<file path="src/hdl/bbd_ptc_pkg.sv">
package bbd_ptc_pkg;

  // default sizes
  localparam int unsigned RING_CELLS_DEF    = 1024;
  localparam int unsigned CHANNEL_COUNT_DEF = 2;
  localparam int unsigned SAMPLE_WIDTH_DEF  = 24;

  // fixed formats
  localparam int unsigned FRAC_BITS      = 20;
  localparam int unsigned READ_LEAD      = 4;
  localparam int unsigned RATE_W         = 24;
  localparam int unsigned PHASE_W        = 32;
  localparam int unsigned STEP_W         = 31;
  localparam int unsigned BASE_W         = 24;
  localparam int unsigned SPAN_W         = 25;
  localparam int unsigned DVSR_W         = 28;
  localparam int unsigned QUO_W          = 45;
  localparam int unsigned RATE_NUM_SHIFT = 43;

  // configuration port
  localparam int unsigned CFG_W     = 31;
  localparam int unsigned CFG_IDX_W = 2;
  localparam logic [CFG_IDX_W-1:0] CFG_LFO_STEP    = 2'd0;
  localparam logic [CFG_IDX_W-1:0] CFG_BASE_PERIOD = 2'd1;
  localparam logic [CFG_IDX_W-1:0] CFG_PERIOD_SPAN = 2'd2;

  localparam logic [STEP_W-1:0]        LFO_STEP_RST    = 31'd49318;
  localparam logic [BASE_W-1:0]        BASE_PERIOD_RST = 24'd4457056;
  localparam logic signed [SPAN_W-1:0] PERIOD_SPAN_RST = -25'sd3532270;

  localparam logic signed [RATE_W-1:0] Q420_MAX = 24'sh7FFFFF;
  localparam logic signed [RATE_W-1:0] Q420_MIN = 24'sh800000;

  // controller to datapath
  typedef struct packed {
    logic accept;
    logic clear;
    logic phase;
    logic span;
    logic dvsr;
    logic rate_start;
    logic rate_take;
    logic ip_s;
    logic ip_r;
    logic stored_take;
    logic pitch_start;
    logic pitch_take;
    logic update;
    logic load_out;
  } cmd_t;

  // datapath to controller
  typedef struct packed {
    logic clear_done;
    logic div_busy;
    logic d_zero;
    logic stored_pos;
    logic out_free;
  } sts_t;

endpackage

</file>
<file path="src/hdl/bbd_ptc_ctrl.sv">
module bbd_ptc_ctrl (
  input  logic               clk_i,
  input  logic               rst_ni,
  input  logic               in_valid_i,
  output logic               in_stall_o,
  input  bbd_ptc_pkg::sts_t  sts_i,
  output bbd_ptc_pkg::cmd_t  cmd_o
);

  localparam logic [3:0] ST_CLEAR  = 4'd0;
  localparam logic [3:0] ST_IDLE   = 4'd1;
  localparam logic [3:0] ST_PHASE  = 4'd2;
  localparam logic [3:0] ST_SPAN   = 4'd3;
  localparam logic [3:0] ST_DVSR   = 4'd4;
  localparam logic [3:0] ST_RSTART = 4'd5;
  localparam logic [3:0] ST_RWAIT  = 4'd6;
  localparam logic [3:0] ST_RTAKE  = 4'd7;
  localparam logic [3:0] ST_IPS    = 4'd8;
  localparam logic [3:0] ST_IPR    = 4'd9;
  localparam logic [3:0] ST_STAKE  = 4'd10;
  localparam logic [3:0] ST_PSTART = 4'd11;
  localparam logic [3:0] ST_PWAIT  = 4'd12;
  localparam logic [3:0] ST_PTAKE  = 4'd13;
  localparam logic [3:0] ST_UPDATE = 4'd14;
  localparam logic [3:0] ST_OUTQ   = 4'd15;

  logic [3:0] state_q, state_d;

  always_ff @(posedge clk_i or negedge rst_ni) begin
    if (!rst_ni) state_q <= ST_CLEAR;
    else         state_q <= state_d;
  end

  assign in_stall_o = state_q != ST_IDLE;

  // sequencing of one item
  always_comb begin
    cmd_o   = '0;
    state_d = state_q;
    case (state_q)
      ST_CLEAR: begin
        cmd_o.clear = 1'b1;
        if (sts_i.clear_done) state_d = ST_IDLE;
      end
      ST_IDLE: begin
        if (in_valid_i) begin
          cmd_o.accept = 1'b1;
          state_d      = ST_PHASE;
        end
      end
      ST_PHASE: begin
        cmd_o.phase = 1'b1;
        state_d     = ST_SPAN;
      end
      ST_SPAN: begin
        cmd_o.span = 1'b1;
        state_d    = ST_DVSR;
      end
      ST_DVSR: begin
        cmd_o.dvsr = 1'b1;
        state_d    = ST_RSTART;
      end
      ST_RSTART: begin
        if (sts_i.d_zero) begin
          state_d = ST_RTAKE;
        end else begin
          cmd_o.rate_start = 1'b1;
          state_d          = ST_RWAIT;
        end
      end
      ST_RWAIT: begin
        if (!sts_i.div_busy) state_d = ST_RTAKE;
      end
      ST_RTAKE: begin
        cmd_o.rate_take = 1'b1;
        state_d         = ST_IPS;
      end
      ST_IPS: begin
        cmd_o.ip_s = 1'b1;
        state_d    = ST_IPR;
      end
      ST_IPR: begin
        cmd_o.ip_r = 1'b1;
        state_d    = ST_STAKE;
      end
      ST_STAKE: begin
        cmd_o.stored_take = 1'b1;
        state_d           = ST_PSTART;
      end
      ST_PSTART: begin
        if (sts_i.stored_pos) begin
          cmd_o.pitch_start = 1'b1;
          state_d           = ST_PWAIT;
        end else begin
          state_d = ST_PTAKE;
        end
      end
      ST_PWAIT: begin
        if (!sts_i.div_busy) state_d = ST_PTAKE;
      end
      ST_PTAKE: begin
        cmd_o.pitch_take = 1'b1;
        state_d          = ST_UPDATE;
      end
      ST_UPDATE: begin
        cmd_o.update = 1'b1;
        state_d      = ST_OUTQ;
      end
      ST_OUTQ: begin
        if (sts_i.out_free) begin
          cmd_o.load_out = 1'b1;
          state_d        = ST_IDLE;
        end
      end
      default: state_d = ST_CLEAR;
    endcase
  end

endmodule

</file>
<file path="config.mk">
export PLATFORM = sky130hd
export DESIGN_NAME = bbd_ptc_ctrl
export DESIGN_NICKNAME = d
export VERILOG_FILES = /design/src/hdl/bbd_ptc_pkg.sv /design/src/hdl/bbd_ptc_ctrl.sv
export SDC_FILE = /design/constraint.sdc
export NUM_CORES = 1
export LEC_CHECK = 0
export ABC_AREA = 1
export BUFFER_PORTS_ARGS = -buffer_cell sky130_fd_sc_hd__buf_4
export CAP_MARGIN = 15
export CORE_UTILIZATION = 40
export CTS_BUF_LIST = sky130_fd_sc_hd__clkbuf_4 sky130_fd_sc_hd__clkbuf_8
export DETAILED_ROUTE_END_ITERATION = 8
export GPL_ROUTABILITY_DRIVEN = 0
export GPL_TIMING_DRIVEN = 0
export PLACE_DENSITY = 0.69
export SYNTH_ARGS = -nofsm -noshare
export SYNTH_HDL_FRONTEND = slang
export SYNTH_SLANG_ARGS = --single-unit
</file>
<file path="constraint.sdc">
create_clock -name clk_i -period 1.8 [get_ports clk_i]
set_clock_uncertainty 0.05 [all_clocks]
set_input_delay 0.18 -clock clk_i [delete_from_list [all_inputs] [get_ports clk_i]]
set_output_delay 0.18 -clock clk_i [all_outputs]
set_load 0.02 [all_outputs]
</file>
==> results of run 1 <==
==> how the worst max path moves through the flow <==
| stage | startpoint | to | depth (start not counted) |
|---|---|---|---|
| CTS | state_q[3] | cmd_o[6] | 5 |
| global placement | state_q[0] | state_q[0] | 6 |
| finish | state_q[3] | cmd_o[6] | 5 |
| detailed placement | state_q[3] | cmd_o[6] | 5 |
| floorplan | state_q[3] | cmd_o[6] | 4 |
| global route | state_q[3] | cmd_o[6] | 5 |
==> cell type report <==
cell class	instances	area, um2	area share (%)
multi-input cells	71	351.6	47.79
repair buffers	23	175.2	23.81
flip-flops and latches	4	100.1	13.61
inverters	18	68.82	9.354
clock buffers	3	22.52	3.061
well taps	14	17.52	2.381
==> placed cells by master (no fill, tap or decap), types with 3 or more instances in the layout <==
cell | synthesis | routed
nand2_1 | 30 | 30
buf_4 | 0 | 22
nor2_1 | 13 | 13
inv_1 | 13 | 13
nor2_2 | 6 | 6
nand2_2 | 5 | 5
inv_2 | 4 | 4
dfrtp_1 | 4 | 4
nand3_2 | 3 | 3
nand3_1 | 3 | 3
o21ai_0 | 3 | 3
clkbuf_4 | 0 | 3
==> power by group through the flow <==
| stage | sequential, mW | combinational, mW | clock (mW) |
|---|---|---|---|
| floorplan | 0.209 | 0.573 | 0 |
| global placement | 0.224 | 0.776 | 0 |
| detailed placement | 0.223 | 0.784 | 0 |
| CTS | 0.222 | 0.788 | 0.110 |
| global route | 0.232 | 0.877 | 0.112 |
| finish | 0.223 | 0.786 | 0.104 |
==> worst max-delay path: stages (launching register included) <==
cell and delay, ns:
dfrtp_1 0.49, inv_1 0.11, nor2_2 0.14, inv_1 0.09, nor3_1 0.14, buf_4 0.17
==> kinds of logic after synthesis <==
| logic type | count (synthesis) | synth area share, % |
|---|---|---|
| AND/OR/NAND/NOR | 64 | 59.62 |
| buffers and inverters | 18 | 13.22 |
| AO/OA/AOI/OAI | 7 | 7.931 |
| flip-flops | 4 | 19.23 |
==> stage by stage <==
| step | setup slack, ns | cell area (um2) | util (%) | hold WS, ns | cells |
|---|---|---|---|---|---|
| floorplan | 0.3942 | 520.5 | - | -0.1656 | 93 |
| global placement | 0.4759 | 703.2 | 60.82 | -0.07369 | 129 |
| detailed placement | 0.4599 | 703.2 | 60.82 | -0.07431 | 129 |
| CTS | 0.1992 | 735.7 | 63.64 | 0.2210 | 133 |
| global route | 0.1043 | 735.7 | 63.64 | 0.2356 | 133 |
| finish | 0.2128 | 735.7 | 63.64 | 0.2289 | 133 |
==> repair_timing <==
action | CTS | global route
hold buffers | 1 | 0
hold endpoints to repair | 4 | 0
gates resized for setup | 0 | 0
==> metal layers <==
metal,vias up,global-route usage [%],wire (um)
li1,334,-,-
met1,271,25.54,586
met2,9,29.66,581
met3,0,0,27
met4,0,8.036,0
met5,-,0,0
==> results.md, run 1 <==
- CTS tree: built
- Yosys warnings: 0
- CTS Buf Count: 3
- NumNets Final: roughly 130
- Setup_tns: 0 ns
- RR Startpoint: state_q[0]
- Worst-Margin Slew: 0.2744 ns
- Biggest register: state_q
- CP Capture Type: output pin
- Internal power: between 0.4 and 0.5 mW
- Top post-synthesis cells by area: nand2_1, dfrtp_1, inv_1
- I/O pin cnt: 23
- Overall Global Routing Usage: between 10% and 20%
- Top cell type by total area after synthesis: nand2_1
- PwrDens: between 1500 and 2000 mW/mm2
- CTS max path bufs: 2
- Gr ovfl total: 0
- Number of synthesized flops with an enable pin: 0
- CP Class: reg2out
- Max rail drop VDD: approximately 0.00086 V
- Placed wire-length estimate: between 1 and 1.5 mm
- Setup violations, final: 0
- LEAKAGE: 0.4595 nW
- Critical Path Fanout Max: 6
- Drt pass-1 iters: 4
- Comb pwr share: between 70% and 80%
- Power share of the clock group: 9.4%
- Sequential-to-total area share from yosys stat: 19.23%
- Total number of vias: a little over 600
- R2r setup slk: between 0.4 and 0.5 ns
- Minimum clock period: between 1.5 and 2 ns
- Clk Latency, worst-skew pair: roughly 0.23 ns
- H-tree Lvls: 1
- Die area: about 0.0014 mm2
- Max-slew headroom: between 80% and 90%
- Seq pwr share: 20.0%
- Maximum capacitance violations: 0
- Number of diodes: 0
- Post-CTS Setup Repair Bufs: 0
- Status: finished clean
- Max Slew Vio Count: 0
- Layout cells sized above 1: roughly two fifths
- Final worst path period share: about nine tenths
- Floorplan row count: 12
- Number of global-route vias before repair: 500
- Die width: 38.07 um
- Biggest registers after layout: state_q: 4 flops
- Routed wire length: approximately 1.2 mm
- Critical Path RT: roughly 1.6 ns
- FILL cells: between 100 and 150
- Peak Freq: around 630 MHz
- Initial antenna violation count: 0
- Initial DRC count: 9
- Total power: 1.113 mW
- Max reg flops: 4
- Die height: about 38 um
- Final hold viol count: 0
- Worst reg2reg path depth: 7
- Post-synth ARST share: between 90% and 100%
- Clk sinks: 4
- Most common flop cell mapped by yosys: dfrtp_1
- Detail Route Antenna Nets: 0
- Yosys reg bits: 4
- Hold WC Path Type: in2async
- Cell variety after synth: 19
- Avg Cell Area, Syn: around 5.6 um2
- Vias per Instance: around 4.6
- Setup crit start kind: flip-flop
- Post-Syn Instances: 93
- Sw frac: about 56%
- Clk pin slew, worst setup/hold paths: around 0.03 ns
- Buffers on Ports: 22
- Initial core utilization: 45.02%
- Post-Syn Nets: about 100
- Worst r2r dst: state_q[1]
- RSZ-0062 raised after global routing: no
- Area added between synthesis and finish: 41.35%
- Post-Synthesis Cell Area: 520.5 um2
- Sw power: ~0.62 mW
- Core area: around 0.0012 mm2
- Largest net degree at the start of global routing: 8
- First-pass GRT wire length: between 1.5 and 2 mm
- Post-synth top area share: ~22%
- DRC: 0
- Most frequent cells after synthesis: nand2_1, inv_1, nor2_1, nor2_2, nand2_2
- Count leader, synth: nand2_1
- Root Driver: clkbuf_4
- Wirelength per Cell: approximately 9.0 um
- Worst path arrival time: 1.36 ns
Power figures use the tool's default switching activity.
==> run 2, diff against run 1 <==
--- a/config.mk
+++ b/config.mk
@@ -14,6 +14,7 @@
 export GPL_ROUTABILITY_DRIVEN = 0
 export GPL_TIMING_DRIVEN = 0
 export PLACE_DENSITY = 0.69
+export SETUP_SLACK_MARGIN = 0.5
 export SYNTH_ARGS = -nofsm -noshare
 export SYNTH_HDL_FRONTEND = slang
 export SYNTH_SLANG_ARGS = --single-unit
==> results.md, run 2 (synthesis results as in run 1) <==
- Initial DRC count: 21 (was 9)
- Initial antenna violation count: 0 (unchanged)
- Hold WC Path Type: in2async (unchanged)
- Clk pin slew, worst setup/hold paths: 0.04 ns (was 0.03 ns)
- Setup crit start kind: flip-flop (unchanged)
- Peak Freq: 666.8 MHz (was 630.1 MHz)
- Minimum clock period: 1.500 ns (was 1.587 ns)
- Area added between synthesis and finish: 73.80% (was 41.35%)
- Crit-path max cell delay: 0.50 ns (was 0.49 ns)
- Sw power: 0.8155 mW (was 0.6248 mW)
- Critical Path RT: 1.57 ns (about the same)
- RR Startpoint: state_q[1] (was state_q[0])
- Placed wire-length estimate: 1.035 mm (was 1.038 mm)
- CTS max path bufs: 2 (unchanged)
- H-tree Lvls: 1 (unchanged)
- Setup_tns: 0 ns (unchanged)
- Sequential Area: 105.1 um2 (was 100.1 um2)
- Initial core utilization: 45.02% (unchanged)
- Max reg flops: 4 (unchanged)
- Detail Route Antenna Nets: 0 (unchanged)
- Gr ovfl total: 0 (unchanged)
- Core area: 0.001156 mm2 (unchanged)
- I/O pin cnt: 23 (unchanged)
- Area of the multi-input gates: 416.7 um2 (was 351.6 um2)
- FILL cells: 76 (was 113)
- Number of global-route vias before repair: 625 (was 500)
- NumNets Final: 139 (was 129)
- Max Slew Vio Count: 0 (unchanged)
- Biggest register: state_q (unchanged)
- RSZ-0062 raised after global routing: yes (was no)
- Comb pwr share: 74.6% (was 70.6%)
- Final worst path period share: 83.32% (was 88.18%)
- Max rail drop VDD: 0.001036 V (was 0.0008575 V)
- Biggest registers after layout: state_q: 4 flops (unchanged)
- Worst path slowest cell: dfrtp_2 (was dfrtp_1)
- Final hold viol count: 0 (unchanged)
- Wirelength per Cell: 11.80 um (was 8.977 um)
- Drt pass-1 iters: 4 (unchanged)
- Floorplan row count: 12 (unchanged)
- Worst reg2reg path depth: 8 (was 7)
- Critical Path Fanout Max: 7 (was 6)
- Most frequent cells in the layout: buf_4, nand2_1, nor2_1 (was nand2_1, buf_4, nor2_1, inv_1, nor2_2)
- CP Cell Sequence: inv_4 -> nor2_4 -> nand2_2 -> nor2_1 -> buf_4 (was inv_1 -> nor2_2 -> inv_1 -> nor3_1 -> buf_4)
- CTS Buf Count: 3 (unchanged)
- Area after DPL: 715.7 um2 (was 703.2 um2)
- Buffers on Ports: 22 (unchanged)
- CP Class: reg2out (unchanged)
- Routed wire length: 1.687 mm (was 1.194 mm)
- Internal power: 0.6961 mW (was 0.4885 mW)
- LEAKAGE: 0.5252 nW (was 0.4595 nW)
- Total power: 1.512 mW (was 1.113 mW)
- CP Capture Type: output pin (unchanged)
- Number of diodes: 0 (unchanged)
- Sw frac: 53.95% (was 56.12%)
- Clk sinks: 4 (unchanged)
- Finished Cell Area: 904.6 um2 (was 735.7 um2)
- R2r setup slk: 0.38 ns (was 0.48 ns)
- First-pass GRT wire length: 2.559 mm (was 1.911 mm)
- Die width: 38.07 um (unchanged)
- Overall Global Routing Usage: 25.06% (was 18.34%)
- Max-slew headroom: 83.51% (was 81.71%)
- PwrDens: 1671 mW/mm2 (was 1513 mW/mm2)
- Root Driver: clkbuf_4 (unchanged)
- Leading cell type in the layout, fill and taps excluded: buf_4 (was nand2_1)
- Total number of vias: 701 (was 614)
- Seq pwr share: 18.4% (was 20.0%)
- Worst path arrival time: 1.27 ns (was 1.36 ns)
- Worst-Margin Slew: 0.2473 ns (was 0.2744 ns)
- Vias per Instance: 4.902 (was 4.617)
- Worst r2r dst: state_q[0] (was state_q[1])
- Power share of the clock group: 7.0% (was 9.4%)
- Die height: 38.07 um (unchanged)
- Largest net degree at the start of global routing: 8 (unchanged)
- Maximum capacitance violations: 0 (unchanged)
- Status: finished clean (unchanged)
- Clk Latency, worst-skew pair: 0.23 ns (about the same)
- CTS tree: built (unchanged)
- Layout cells sized above 1: 58.14% (was 39.50%)
- Die area: 0.001449 mm2 (unchanged)
- DRC: 0 (unchanged)
- Setup violations, final: 0 (unchanged)
run 2: changes by cell type in the layout (fill, tap and decap cells not counted), sizes merged:
cell,before,now
buf,22,32
run 2: power groups by stage:
| stage | clock network, mW | logic (mW) | registers (mW) |
|---|---|---|---|
| final | 0.106 | 1.13 | 0.278 |
| after floorplan | 0 | 0.584 | 0.212 |
| after CTS | 0.111 | 1.03 | 0.260 |
| after global placement | 0 | 0.796 | 0.226 |
| after detailed placement | 0 | 0.802 | 0.224 |
| after global routing | 0.115 | 1.21 | 0.284 |
run 2: layout make-up:
cell class                      instances  area share, %
Multi-Input combinational cell         71          46.06
Timing Repair Buffer                   33          29.74
Sequential cell                         4          11.62
Inverter                               18          8.160
Clock buffer                            3          2.490
Tap cell                               14          1.936
run 2: repair_timing:
item                                    CTS  global route
hold buffers                              1             0
resized for setup                        21             8
setup buffers                             8             2
endpoints found under the setup margin   19            19
pin swaps                                 8             8
endpoints found under the hold margin     4             0
run 2: worst max path at each step:
stage	from	end	slack, ns	cells past startpoint
floorplan	state_q[0]	cmd_o[13]	0.50	4
global placement	state_q[0]	state_q[0]	0.44	6
detailed placement	state_q[0]	state_q[0]	0.45	6
CTS	state_q[0]	cmd_o[8]	0.35	5
global route	state_q[1]	cmd_o[11]	0.29	5
finish	state_q[0]	cmd_o[8]	0.30	5
run 2: routing by layer:
metal,track usage (%),routed length [um],up-vias
met5,0,0,-
met4,10.71,27,0
met3,0.5814,35,2
met2,43.22,873,18
met1,32.37,751,327
li1,-,-,354
run 2: worst max-delay path: cells and delay by family (launching register included):
kind	cells	cell delay (ns)
buf+inv	2	0.22
flops	1	0.50
simple gates	3	0.31
run 2: metrics by stage:
stage	setup WS (ns)	util, %	std cells	hold slack, ns
after floorplan	0.5044	-	93	-0.1656
final	0.3002	78.25	143	0.2310
after detailed placement	0.4499	61.90	129	-0.07470
after global placement	0.4416	61.90	129	-0.07379
after global routing	0.2926	78.25	143	0.2504
after CTS	0.3541	75.11	141	0.2191
